<file path="config.mk">
export PLATFORM = sky130hd
export DESIGN_NAME = barometer_temp_pressure_compensation_core_flat
export DESIGN_NICKNAME = d
export VERILOG_FILES = /design/src/design/btpc_pkg.sv /design/src/design/btpc_if.sv /design/src/design/btpc_div.sv /design/src/design/btpc_dpath.sv /design/src/design/btpc_ctrl.sv /design/src/design/barometer_temp_pressure_compensation_core.sv /design/src/flat_wrapper.sv
export SDC_FILE = /design/constraint.sdc
export NUM_CORES = 2
export LEC_CHECK = 0
export ABC_CLOCK_PERIOD_IN_PS = 17530
export BUFFER_PORTS_ARGS = -buffer_cell sky130_fd_sc_hd__buf_2
export CORE_ASPECT_RATIO = 0.75
export CORE_MARGIN = 5
export CORE_UTILIZATION = 65
export CTS_BUF_LIST = sky130_fd_sc_hd__clkbuf_4 sky130_fd_sc_hd__clkbuf_8
export CTS_CLUSTER_SIZE = 24
export DETAILED_ROUTE_END_ITERATION = 6
export PLACE_DENSITY = 0.91
export SLEW_MARGIN = 20
export SYNTH_ARGS = -nofsm -noshare
export SYNTH_HDL_FRONTEND = slang
export SYNTH_SLANG_ARGS = --single-unit
</file>
<file path="constraint.sdc">
create_clock -name clk -period 17.53 [get_ports clk]
set_clock_uncertainty 0.05 [all_clocks]
set_input_delay 3.506 -clock clk [delete_from_list [all_inputs] [get_ports clk]]
set_output_delay 3.506 -clock clk [all_outputs]
set_load 0.005 [all_outputs]
</file>
<file path="src/design/btpc_pkg.sv">
// ----------------------------------------------------------------------------
// btpc_pkg
// Types, register indexes and helper functions of the compensation core.
// ----------------------------------------------------------------------------
package btpc_pkg;

	localparam int unsigned CFG_IDX_W = 3;

	localparam logic [CFG_IDX_W-1:0] REG_AC1_AC2 = 3'd0;
	localparam logic [CFG_IDX_W-1:0] REG_AC3_AC4 = 3'd1;
	localparam logic [CFG_IDX_W-1:0] REG_AC5_AC6 = 3'd2;
	localparam logic [CFG_IDX_W-1:0] REG_B1_B2   = 3'd3;
	localparam logic [CFG_IDX_W-1:0] REG_MC_MD   = 3'd4;
	localparam logic [CFG_IDX_W-1:0] REG_OSS     = 3'd5;

	localparam logic CMD_TEMP  = 1'b0;
	localparam logic CMD_PRESS = 1'b1;

	// datapath step codes, executed in order unless the controller branches
	typedef enum logic [4:0] {
		S_T1, S_T2, S_T3, S_TQ, S_T4,
		S_P1, S_P2, S_P3, S_P4, S_P5, S_P6, S_P7, S_P8, S_P9, S_P10,
		S_P11, S_P12, S_PQ, S_P13, S_P14, S_P15, S_P16, S_P17,
		S_ERR
	} step_t;

	typedef struct packed {
		logic  en;
		logic  load;
		step_t step;
	} ctrl_cmd_t;

	typedef struct packed {
		logic den_zero;
		logic b4_zero;
		logic div_done;
	} dp_stat_t;

	function automatic logic [31:0] sext16(input logic [15:0] x);
		return {{16{x[15]}}, x};
	endfunction

	// signed divide by 2^k, truncating toward zero
	function automatic logic [31:0] sdiv_p2(input logic [31:0] x, input int unsigned k);
		logic [31:0] bias;
		bias = x[31] ? ((32'd1 << k) - 32'd1) : 32'd0;
		return 32'($signed(x + bias) >>> k);
	endfunction

	function automatic logic [31:0] abs32(input logic [31:0] x);
		return x[31] ? (32'd0 - x) : x;
	endfunction

endpackage

</file>
<file path="src/design/btpc_if.sv">
// ----------------------------------------------------------------------------
// btpc channel interfaces
// Valid/ready channels for raw readings, results and register writes.
// ----------------------------------------------------------------------------
interface btpc_in_if;
	logic        valid;
	logic        ready;
	logic        cmd;
	logic [23:0] raw_reading;
	modport source (output valid, cmd, raw_reading, input ready);
	modport sink (input valid, cmd, raw_reading, output ready);
endinterface

interface btpc_out_if;
	logic        valid;
	logic        ready;
	logic        kind;
	logic [31:0] value;
	logic        divide_error;
	modport source (output valid, kind, value, divide_error, input ready);
	modport sink (input valid, kind, value, divide_error, output ready);
endinterface

interface btpc_cfg_if;
	import btpc_pkg::*;
	logic                 valid;
	logic                 ready;
	logic [CFG_IDX_W-1:0] index;
	logic [31:0]          data;
	modport source (output valid, index, data, input ready);
	modport sink (input valid, index, data, output ready);
endinterface

</file>
<file path="src/design/btpc_div.sv">
// ----------------------------------------------------------------------------
// btpc_div
// Unsigned 32 by 32 restoring divider, one quotient bit per cycle.
// ----------------------------------------------------------------------------
module btpc_div (
	input  logic        clk,
	input  logic        arst_n,
	input  logic        start,
	input  logic [31:0] dividend,
	input  logic [31:0] divisor,
	output logic [31:0] quotient,
	output logic        done
);
	logic        busy_q;
	logic        done_q;
	logic [4:0]  cnt_q;
	logic [31:0] rem_q;
	logic [31:0] quo_q;
	logic [31:0] dvs_q;
	logic [32:0] trial;
	logic        fits;

	assign trial = {rem_q, quo_q[31]};
	assign fits  = trial >= {1'b0, dvs_q};

	always_ff @(posedge clk or negedge arst_n) begin
		if (!arst_n) begin
			busy_q <= 1'b0;
			done_q <= 1'b0;
			cnt_q  <= '0;
		end else begin
			done_q <= busy_q && (cnt_q == 5'd31);
			if (start) begin
				busy_q <= 1'b1;
				cnt_q  <= '0;
			end else if (busy_q) begin
				cnt_q <= cnt_q + 5'd1;
				if (cnt_q == 5'd31) begin
					busy_q <= 1'b0;
				end
			end
		end
	end

	always_ff @(posedge clk) begin
		if (start) begin
			rem_q <= '0;
			quo_q <= dividend;
			dvs_q <= divisor;
		end else if (busy_q) begin
			rem_q <= fits ? 32'(trial - {1'b0, dvs_q}) : trial[31:0];
			quo_q <= {quo_q[30:0], fits};
		end
	end

	assign quotient = quo_q;
	assign done     = done_q;
endmodule

</file>
<file path="src/design/btpc_dpath.sv">
// ----------------------------------------------------------------------------
// btpc_dpath
// Calibration registers, shared multiplier, divider and working registers.
// ----------------------------------------------------------------------------
module btpc_dpath (
	input  logic                           clk,
	input  logic                           arst_n,
	input  btpc_pkg::ctrl_cmd_t            cmd,
	output btpc_pkg::dp_stat_t             stat,
	input  logic                           in_cmd,
	input  logic [23:0]                    in_raw,
	input  logic                           cfg_we,
	input  logic [btpc_pkg::CFG_IDX_W-1:0] cfg_index,
	input  logic [31:0]                    cfg_data,
	output logic                           res_kind,
	output logic [31:0]                    res_value,
	output logic                           res_err
);
	import btpc_pkg::*;

	logic [31:0] ac12_q, ac34_q, ac56_q, b12_q, mcmd_q;
	logic [1:0]  oss_q;
	logic        cmd_q;
	logic [23:0] raw_q;
	logic [31:0] b5_q;
	logic [31:0] mul_q, x1_q, x2_q, t_q, b3_q, b4_q, b6_q, sq_q, up_q, p_q;
	logic        neg_q, dbl_q;
	logic        kind_q, err_q;
	logic [31:0] value_q;

	logic [31:0] ac1, ac2, ac3, ac4, ac5, ac6, b1, b2, mc, md;
	logic [31:0] ma, mb, den, mc_sh, dvd, dvs, quo, sum12;
	logic        div_start, div_done;

	assign ac1 = sext16(ac12_q[31:16]);
	assign ac2 = sext16(ac12_q[15:0]);
	assign ac3 = sext16(ac34_q[31:16]);
	assign ac4 = {16'd0, ac34_q[15:0]};
	assign ac5 = {16'd0, ac56_q[31:16]};
	assign ac6 = {16'd0, ac56_q[15:0]};
	assign b1  = sext16(b12_q[31:16]);
	assign b2  = sext16(b12_q[15:0]);
	assign mc  = sext16(mcmd_q[31:16]);
	assign md  = sext16(mcmd_q[15:0]);

	assign den   = x1_q + md;
	assign mc_sh = mc << 11;
	assign sum12 = x1_q + x2_q;

	assign stat.den_zero = (den == 32'd0);
	assign stat.b4_zero  = (b4_q == 32'd0);
	assign stat.div_done = div_done;

	// temperature divides signed magnitudes, pressure divides b7 (doubled when it fits)
	always_comb begin
		if (cmd.step == S_T3) begin
			dvd = abs32(mc_sh);
			dvs = abs32(den);
		end else begin
			dvd = mul_q[31] ? mul_q : (mul_q << 1);
			dvs = b4_q;
		end
	end

	assign div_start = cmd.en && (((cmd.step == S_T3) && !stat.den_zero) ||
		((cmd.step == S_P12) && !stat.b4_zero));

	btpc_div u_div (
		.clk      (clk),
		.arst_n   (arst_n),
		.start    (div_start),
		.dividend (dvd),
		.divisor  (dvs),
		.quotient (quo),
		.done     (div_done)
	);

	// multiplier operand select
	always_comb begin
		ma = '0;
		mb = '0;
		case (cmd.step)
			S_T1: begin
				ma = {16'd0, raw_q[15:0]} - ac6;
				mb = ac5;
			end
			S_P2: begin
				ma = b6_q;
				mb = b6_q;
			end
			S_P4: begin
				ma = b2;
				mb = sq_q;
			end
			S_P5: begin
				ma = ac2;
				mb = b6_q;
			end
			S_P6: begin
				ma = ac3;
				mb = b6_q;
			end
			S_P7: begin
				ma = b1;
				mb = sq_q;
			end
			S_P10: begin
				ma = ac4;
				mb = t_q + 32'd32768;
			end
			S_P11: begin
				ma = up_q - b3_q;
				mb = 32'd50000 >> oss_q;
			end
			S_P13: begin
				ma = sdiv_p2(p_q, 8);
				mb = sdiv_p2(p_q, 8);
			end
			S_P14: begin
				ma = mul_q;
				mb = 32'd3038;
			end
			S_P15: begin
				ma = 32'hFFFF_E343;
				mb = p_q;
			end
			default: begin
				ma = '0;
				mb = '0;
			end
		endcase
	end

	always_ff @(posedge clk or negedge arst_n) begin
		if (!arst_n) begin
			ac12_q <= '0;
			ac34_q <= '0;
			ac56_q <= '0;
			b12_q  <= '0;
			mcmd_q <= '0;
			oss_q  <= 2'd3;
			b5_q   <= '0;
		end else begin
			if (cfg_we) begin
				unique case (cfg_index)
					REG_AC1_AC2: ac12_q <= cfg_data;
					REG_AC3_AC4: ac34_q <= cfg_data;
					REG_AC5_AC6: ac56_q <= cfg_data;
					REG_B1_B2:   b12_q  <= cfg_data;
					REG_MC_MD:   mcmd_q <= cfg_data;
					REG_OSS:     oss_q  <= cfg_data[1:0];
					default:     ;
				endcase
			end
			if (cmd.en && (cmd.step == S_T4)) begin
				b5_q <= sum12;
			end
		end
	end

	always_ff @(posedge clk) begin
		if (cmd.load) begin
			cmd_q <= in_cmd;
			raw_q <= in_raw;
		end
		if (cmd.en) begin
			mul_q <= 32'(ma * mb);
			unique case (cmd.step)
				S_T2:  x1_q <= sdiv_p2(mul_q, 15);
				S_T3:  neg_q <= mc_sh[31] ^ den[31];
				S_TQ:  x2_q <= neg_q ? (32'd0 - quo) : quo;
				S_T4: begin
					value_q <= sdiv_p2(sum12 + 32'd8, 4);
					err_q   <= 1'b0;
					kind_q  <= CMD_TEMP;
				end
				S_P1: begin
					b6_q <= b5_q - 32'd4000;
					up_q <= {8'd0, raw_q} >> (4'd8 - {2'd0, oss_q});
				end
				S_P3:  sq_q <= sdiv_p2(mul_q, 12);
				S_P5:  x1_q <= sdiv_p2(mul_q, 11);
				S_P6:  x2_q <= sdiv_p2(mul_q, 11);
				S_P7: begin
					t_q  <= (ac1 << 2) + sum12;
					x1_q <= sdiv_p2(mul_q, 13);
				end
				S_P8: begin
					b3_q <= sdiv_p2((t_q << oss_q) + 32'd2, 2);
					x2_q <= sdiv_p2(mul_q, 16);
				end
				S_P9:  t_q <= sdiv_p2(sum12 + 32'd2, 2);
				S_P11: b4_q <= mul_q >> 15;
				S_P12: dbl_q <= mul_q[31];
				S_PQ:  p_q <= dbl_q ? (quo << 1) : quo;
				S_P15: x1_q <= sdiv_p2(mul_q, 16);
				S_P16: x2_q <= sdiv_p2(mul_q, 16);
				S_P17: begin
					value_q <= p_q + sdiv_p2(sum12 + 32'd3791, 4);
					err_q   <= 1'b0;
					kind_q  <= CMD_PRESS;
				end
				S_ERR: begin
					value_q <= '0;
					err_q   <= 1'b1;
					kind_q  <= cmd_q;
				end
				default: ;
			endcase
		end
	end

	assign res_kind  = kind_q;
	assign res_value = value_q;
	assign res_err   = err_q;
endmodule

</file>
<file path="src/design/btpc_ctrl.sv">
// ----------------------------------------------------------------------------
// btpc_ctrl
// Sequencer: walks the datapath through the steps of one reading.
// ----------------------------------------------------------------------------
module btpc_ctrl (
	input  logic                clk,
	input  logic                arst_n,
	input  logic                in_valid,
	output logic                in_ready,
	input  logic                in_cmd,
	output logic                out_valid,
	input  logic                out_ready,
	output btpc_pkg::ctrl_cmd_t cmd,
	input  btpc_pkg::dp_stat_t  stat
);
	import btpc_pkg::*;

	typedef enum logic [2:0] {
		ST_IDLE = 3'b001,
		ST_RUN  = 3'b010,
		ST_DIVW = 3'b100
	} state_t;

	state_t state_q;
	step_t  step_q;
	logic   out_valid_q;
	logic   finish, stall, exec, in_acc;

	assign finish = (step_q == S_T4) || (step_q == S_P17) || (step_q == S_ERR);
	// the result register still holds a word nobody took
	assign stall  = finish && out_valid_q && !out_ready;
	assign exec   = (state_q == ST_RUN) && !stall;
	assign in_acc = in_valid && in_ready;

	assign in_ready  = (state_q == ST_IDLE);
	assign out_valid = out_valid_q;
	assign cmd.en    = exec;
	assign cmd.load  = in_acc;
	assign cmd.step  = step_q;

	always_ff @(posedge clk or negedge arst_n) begin
		if (!arst_n) begin
			state_q     <= ST_IDLE;
			step_q      <= S_T1;
			out_valid_q <= 1'b0;
		end else begin
			if (exec && finish) begin
				out_valid_q <= 1'b1;
			end else if (out_valid_q && out_ready) begin
				out_valid_q <= 1'b0;
			end
			unique case (state_q)
				ST_IDLE: begin
					if (in_acc) begin
						state_q <= ST_RUN;
						step_q  <= (in_cmd == CMD_TEMP) ? S_T1 : S_P1;
					end
				end
				ST_RUN: begin
					if (exec) begin
						if (finish) begin
							state_q <= ST_IDLE;
						end else if (step_q == S_T3) begin
							if (stat.den_zero) begin
								step_q <= S_ERR;
							end else begin
								state_q <= ST_DIVW;
							end
						end else if (step_q == S_P12) begin
							if (stat.b4_zero) begin
								step_q <= S_ERR;
							end else begin
								state_q <= ST_DIVW;
							end
						end else begin
							step_q <= step_t'(step_q + 5'd1);
						end
					end
				end
				ST_DIVW: begin
					if (stat.div_done) begin
						state_q <= ST_RUN;
						step_q  <= step_t'(step_q + 5'd1);
					end
				end
				default: state_q <= ST_IDLE;
			endcase
		end
	end
endmodule

</file>
<file path="src/design/barometer_temp_pressure_compensation_core.sv">
// ----------------------------------------------------------------------------
// barometer_temp_pressure_compensation_core
// Integer compensation of raw barometer temperature and pressure readings.
// ----------------------------------------------------------------------------
// usage:
// - cfg: write calibration words (index 0..4) and oversampling (index 5)
//   while the core is idle; cfg.ready is always high, other indexes ignored
// - req: one word per reading, cmd 0 temperature, cmd 1 pressure; a
//   temperature reading also updates the stored b5 used by later pressures
// - rsp: one word per reading with kind, value and divide_error
// sequence: a pressure reading runs more steps than a temperature reading;
//   most of the time goes to the bit-serial divider, the rest is one
//   multiply or add step per cycle while the result register is free
// throughput: one reading at a time; req.ready is high only while idle,
//   so a new reading is accepted only after the last one has finished
// a zero divisor skips the divider and the remaining steps and gives the result early
// reset clears calibration to zero, oversampling to 3 and b5 to zero
// rsp stall: the result word holds until taken; a following reading runs
//   up to its last step and waits there for the result register
// ----------------------------------------------------------------------------
module barometer_temp_pressure_compensation_core (
	input  logic       clk,
	input  logic       arst_n,
	btpc_in_if.sink    req,
	btpc_out_if.source rsp,
	btpc_cfg_if.sink   cfg
);
	import btpc_pkg::*;

	ctrl_cmd_t cmd;
	dp_stat_t  stat;

	assign cfg.ready = 1'b1;

	btpc_ctrl u_ctrl (
		.clk       (clk),
		.arst_n    (arst_n),
		.in_valid  (req.valid),
		.in_ready  (req.ready),
		.in_cmd    (req.cmd),
		.out_valid (rsp.valid),
		.out_ready (rsp.ready),
		.cmd       (cmd),
		.stat      (stat)
	);

	btpc_dpath u_dpath (
		.clk       (clk),
		.arst_n    (arst_n),
		.cmd       (cmd),
		.stat      (stat),
		.in_cmd    (req.cmd),
		.in_raw    (req.raw_reading),
		.cfg_we    (cfg.valid),
		.cfg_index (cfg.index),
		.cfg_data  (cfg.data),
		.res_kind  (rsp.kind),
		.res_value (rsp.value),
		.res_err   (rsp.divide_error)
	);
endmodule

</file>
<file path="src/flat_wrapper.sv">
// flat-port wrapper written by rule: the top's interface ports become plain ports
module barometer_temp_pressure_compensation_core_flat import btpc_pkg::*;
  (clk, arst_n, req_valid, req_cmd, req_raw_reading, req_ready, rsp_valid, rsp_kind, rsp_value, rsp_divide_error, rsp_ready, cfg_valid, cfg_index, cfg_data, cfg_ready);
  btpc_in_if req_i ();
  btpc_out_if rsp_i ();
  btpc_cfg_if cfg_i ();
  input  logic clk;
  input  logic arst_n;
  input wire logic [$bits(req_i.valid)-1:0] req_valid;
  input wire logic [$bits(req_i.cmd)-1:0] req_cmd;
  input wire logic [$bits(req_i.raw_reading)-1:0] req_raw_reading;
  output wire logic [$bits(req_i.ready)-1:0] req_ready;
  output wire logic [$bits(rsp_i.valid)-1:0] rsp_valid;
  output wire logic [$bits(rsp_i.kind)-1:0] rsp_kind;
  output wire logic [$bits(rsp_i.value)-1:0] rsp_value;
  output wire logic [$bits(rsp_i.divide_error)-1:0] rsp_divide_error;
  input wire logic [$bits(rsp_i.ready)-1:0] rsp_ready;
  input wire logic [$bits(cfg_i.valid)-1:0] cfg_valid;
  input wire logic [$bits(cfg_i.index)-1:0] cfg_index;
  input wire logic [$bits(cfg_i.data)-1:0] cfg_data;
  output wire logic [$bits(cfg_i.ready)-1:0] cfg_ready;
  assign req_i.valid = req_valid;
  assign req_i.cmd = req_cmd;
  assign req_i.raw_reading = req_raw_reading;
  assign req_ready = req_i.ready;
  assign rsp_valid = rsp_i.valid;
  assign rsp_kind = rsp_i.kind;
  assign rsp_value = rsp_i.value;
  assign rsp_divide_error = rsp_i.divide_error;
  assign rsp_i.ready = rsp_ready;
  assign cfg_i.valid = cfg_valid;
  assign cfg_i.index = cfg_index;
  assign cfg_i.data = cfg_data;
  assign cfg_ready = cfg_i.ready;
  barometer_temp_pressure_compensation_core u_core (.clk(clk), .arst_n(arst_n), .req(req_i), .rsp(rsp_i), .cfg(cfg_i));
endmodule
</file>
==> summary.md <==
| Metric | Value |
|---|---|
| Result of the run | finished, violations left |
| Failing checks | DRC |
| Multi-input logic area | 41200 um2 |
| Total stage count of the critical path | 42 |
| Initial Utilization | 65.6% |
| Post-Synth XOR/XNOR Area | 8.52% |
| Final Net Count | 7649 |
| Row cnt | 98 |
| CTS Buffer Depth | 3 |
| Final period util | 69.3% |
| Setup repair after global routing missed its margin | no |
| Die outline width | 369 um |
| Most common cell after layout, fill and taps aside | inv_1 |
| Mux share of post-synthesis cell area | 5.94% |
| Final non-filler cell total | 8171 |
| Commonest non-fill, non-tap cells in the layout | inv_1, nor2_1, nand2_1 |
| Top FF cell, synth | edfxtp_1 |
| Hold violation count in the final report | 0 |
| Wire length of the first global-routing pass | 341000 um |
| Worst Reg-to-Reg Cells | 42 |
| Final slew viol count | 0 |
| Max Freq | 0.0823 GHz |
| Area growth syn-to-layout | 7.41% |
| Element type at the critical path start | register |
| Cts hold-fix bufs | 0 |
| Antenna Nets Post-Route | 0 |
| Total of cells resized after clock tree synthesis | 0 |
| Count of port buffers added during placement | 100 |
| Area fraction in compound gates after synthesis | 13.8% |
| Synthesized area | 62700 um2 |
| Per-cell via count in the routed design | 6.84 |
| Start-to-end type of the worst setup path | reg2reg |
| Dominant combinational cell family by area after synthesis | adder cells |
| Post-route setup slack | 5370 ps |
| Number of flops mapped to enable cells by yosys | 397 |
| Share of layout cells above drive strength 1 | 12.7% |
| Overall die area | 103000 um2 |
| Worst Hold Path Cells | 0 |
| Dominant cell type by count on the critical path | xnor2_1 |
| Total number of yosys warnings | 0 |
| Total area of sequential cells | 17800 um2 |
| Maximum ir drop on the vdd rail | 0.0000850 V |
| Maximum fanout along the worst path | 4 |
| Synthesized area divided by synthesized cell count | 9.25 um2 |
| Maximum level of the CTS H-tree | 3 |
| Endpoint class of the critical path | register |
| Number of global-route vias before repair | 53600 |
| Clock tree from TritonCTS | yes |
| Number of antenna violations at the first check in global routing | 23 |
| Transition time of the tightest slew-check pin | 1280 ps |
| Ports | 102 |
| Simple-gate area share of the yosys netlist | 16.3% |
| Detailed placement HPWL | 177000 um |
| Total clock sinks | 639 |
| Post-CTS Setup Inserts | 0 |
| Final setup TNS | 0 ps |
| Maximum capacitance violations | 0 |
| Clock latency on the worst-skew pair | 840 ps |
| Post-synthesis cell type count | 137 |
| Hold slack final | 422 ps |
| Clock transition at the registers of the reported paths | 70 ps |
| Global-route usage over all layers | 44.3% |
| Synthesized instance count | 6773 |
| Slowest CP cell | o31ai_1 |
| Area of the placeable core | 95500 um2 |
| Clk Tree Root Cell | clkbuf_8 |
| Total routed wirelength | 232000 um |
| Min Clock Period, post-route | 12160 ps |
| Post-synthesis sequential area ratio | 28.4% |
| Number of filler cells placed in the layout | 7137 |
| Setup-violating endpoint count in the final report | 0 |
| Number of DRC violations after detailed-routing iteration 0 | 8920 |
| Post-route DRC violation count | 148 |
| Total power per unit cell area | 138 nW/um2 |
| Number of vias in the routed layout | 55900 |
| Cell family with most CP delay | adder cells |
| Fraction of the mapped netlist area in adder cells | 20.5% |
| Post-Place Worst Slack | 5810 ps |
| Leftover overflow at the end of global routing | 0 |
| Min-delay worst type | reg2reg |
| Largest net degree at the start of global routing | 81 |
| Required @ worst endpoint | 18040 ps |
| TritonCTS buffer count | 99 |
| Number of placed instances with taps included | 7956 |
| Worst path bufs/invs | 6 |
| Data arrival time of the worst path | 12660 ps |
| Slack of the worst reg-to-reg path | 5370 ps |
| Remaining max-slew budget at the tightest pin | 13.9% |
| Leakage power figure | 0.0286 uW |
| Routed wirelength normalized by instance count | 28.4 um |
| Flip-flop and latch count after synthesis | 639 |
| Placer congestion estimate | 1.05 |
| Worst stage delay on the critical path | 740 ps |
| Async S/R FF share, synth | 32.9% |
| Height of the chip | 279 um |
| Number of detailed-route iterations in the first pass | 7 |
per-stage QoR:
| step | total power (uW) | cell area (um2) | utilization, % |
|---|---|---|---|
| final | 9260 | 67300 | 70.5 |
| after global routing | 9690 | 67300 | 70.4 |
| after CTS | 9000 | 67200 | 70.4 |
| after detailed placement | 7500 | 64900 | 67.9 |
| after global placement | 7330 | 64900 | 67.9 |
| after floorplan | 5730 | 62700 | - |
where the power goes:
part / internal [uW] / switching [uW]
logic: 1890 / 3530
registers: 2030 / 325
clock network: 800 / 695
logic make-up after synthesis:
logic type | Yosys count
AO/OA/AOI/OAI | 1286
XOR/XNOR | 601
adder cells (fa/ha/maj) | 776
buffers and inverters | 1051
flip-flops | 639
multiplexers | 311
other | 2
AND/OR/NAND/NOR | 2107
final timing paths:
check                                              startpoint                               endpoint
min                        u_core.u_dpath.b5_q[4]$_DFFE_PN0P_       u_core.u_dpath.b6_q[4]$_DFFE_PP_
max reg2reg                  u_core.u_dpath.b3_q[0]$_DFFE_PP_     u_core.u_dpath.mul_q[31]$_DFFE_PP_
max in group asynchronous                              arst_n  u_core.u_dpath.ac12_q[27]$_DFFE_PN0P_
min in group asynchronous                              arst_n  u_core.u_dpath.mcmd_q[13]$_DFFE_PN0P_
min reg2reg                u_core.u_dpath.b5_q[4]$_DFFE_PN0P_       u_core.u_dpath.b6_q[4]$_DFFE_PP_
max                          u_core.u_dpath.b3_q[0]$_DFFE_PP_     u_core.u_dpath.mul_q[31]$_DFFE_PP_
sequential cells by signal, summed over array words and instances, names as in the netlist, 21 cells and up:
register,flops
u_core.u_dpath.b12_q,32
u_core.u_dpath.p_q,32
u_core.u_dpath.up_q,24
u_core.u_dpath.x2_q,32
u_core.u_dpath.t_q,32
u_core.u_dpath.raw_q,24
u_core.u_dpath.b3_q,30
u_core.u_dpath.ac56_q,32
u_core.u_dpath.b6_q,32
u_core.u_dpath.x1_q,21
u_core.u_dpath.u_div.quotient,32
u_core.u_dpath.res_value,32
u_core.u_dpath.ac34_q,32
u_core.u_dpath.u_div.rem_q,32
u_core.u_dpath.b5_q,32
u_core.u_dpath.mul_q,32
u_core.u_dpath.ac12_q,32
u_core.u_dpath.u_div.dvs_q,32
u_core.u_dpath.mcmd_q,32
layout make-up:
| type | instances | share of cell area, % |
|---|---|---|
| diodes | 25 | 0.0929 |
| inverters | 747 | 4.17 |
| flip-flops and latches | 639 | 26.5 |
| clock buffers | 153 | 2.85 |
| clock inverters | 35 | 0.600 |
| multi-input cells | 5091 | 61.2 |
| well taps | 1250 | 2.32 |
| repair buffers | 231 | 2.27 |
per-layer routing:
metal	vias up	GRT usage, %	share of wire (%)
met5	-	0	0.11
met3	865	22.1	18
met4	22	19.4	5.5
met1	26800	60.8	38
met2	4633	58.9	38
li1	23500	-	-
cells in the mapped netlist, types with 155 or more instances:
cell | count | area share (%)
a21oi_1 | 284 | 2.3
clkbuf_1 | 243 | 1.5
dfrtp_1 | 207 | 8.3
edfxtp_1 | 397 | 19
fa_1 | 415 | 13
ha_1 | 360 | 7.2
inv_1 | 735 | 4.4
mux2_2 | 197 | 3.5
nand2_1 | 593 | 3.6
nand3_1 | 155 | 1.2
nor2_1 | 611 | 3.7
o21ai_0 | 324 | 2.6
xnor2_1 | 399 | 5.6
xor2_1 | 195 | 2.7
No activity file was read; power rests on OpenSTA's default activity.
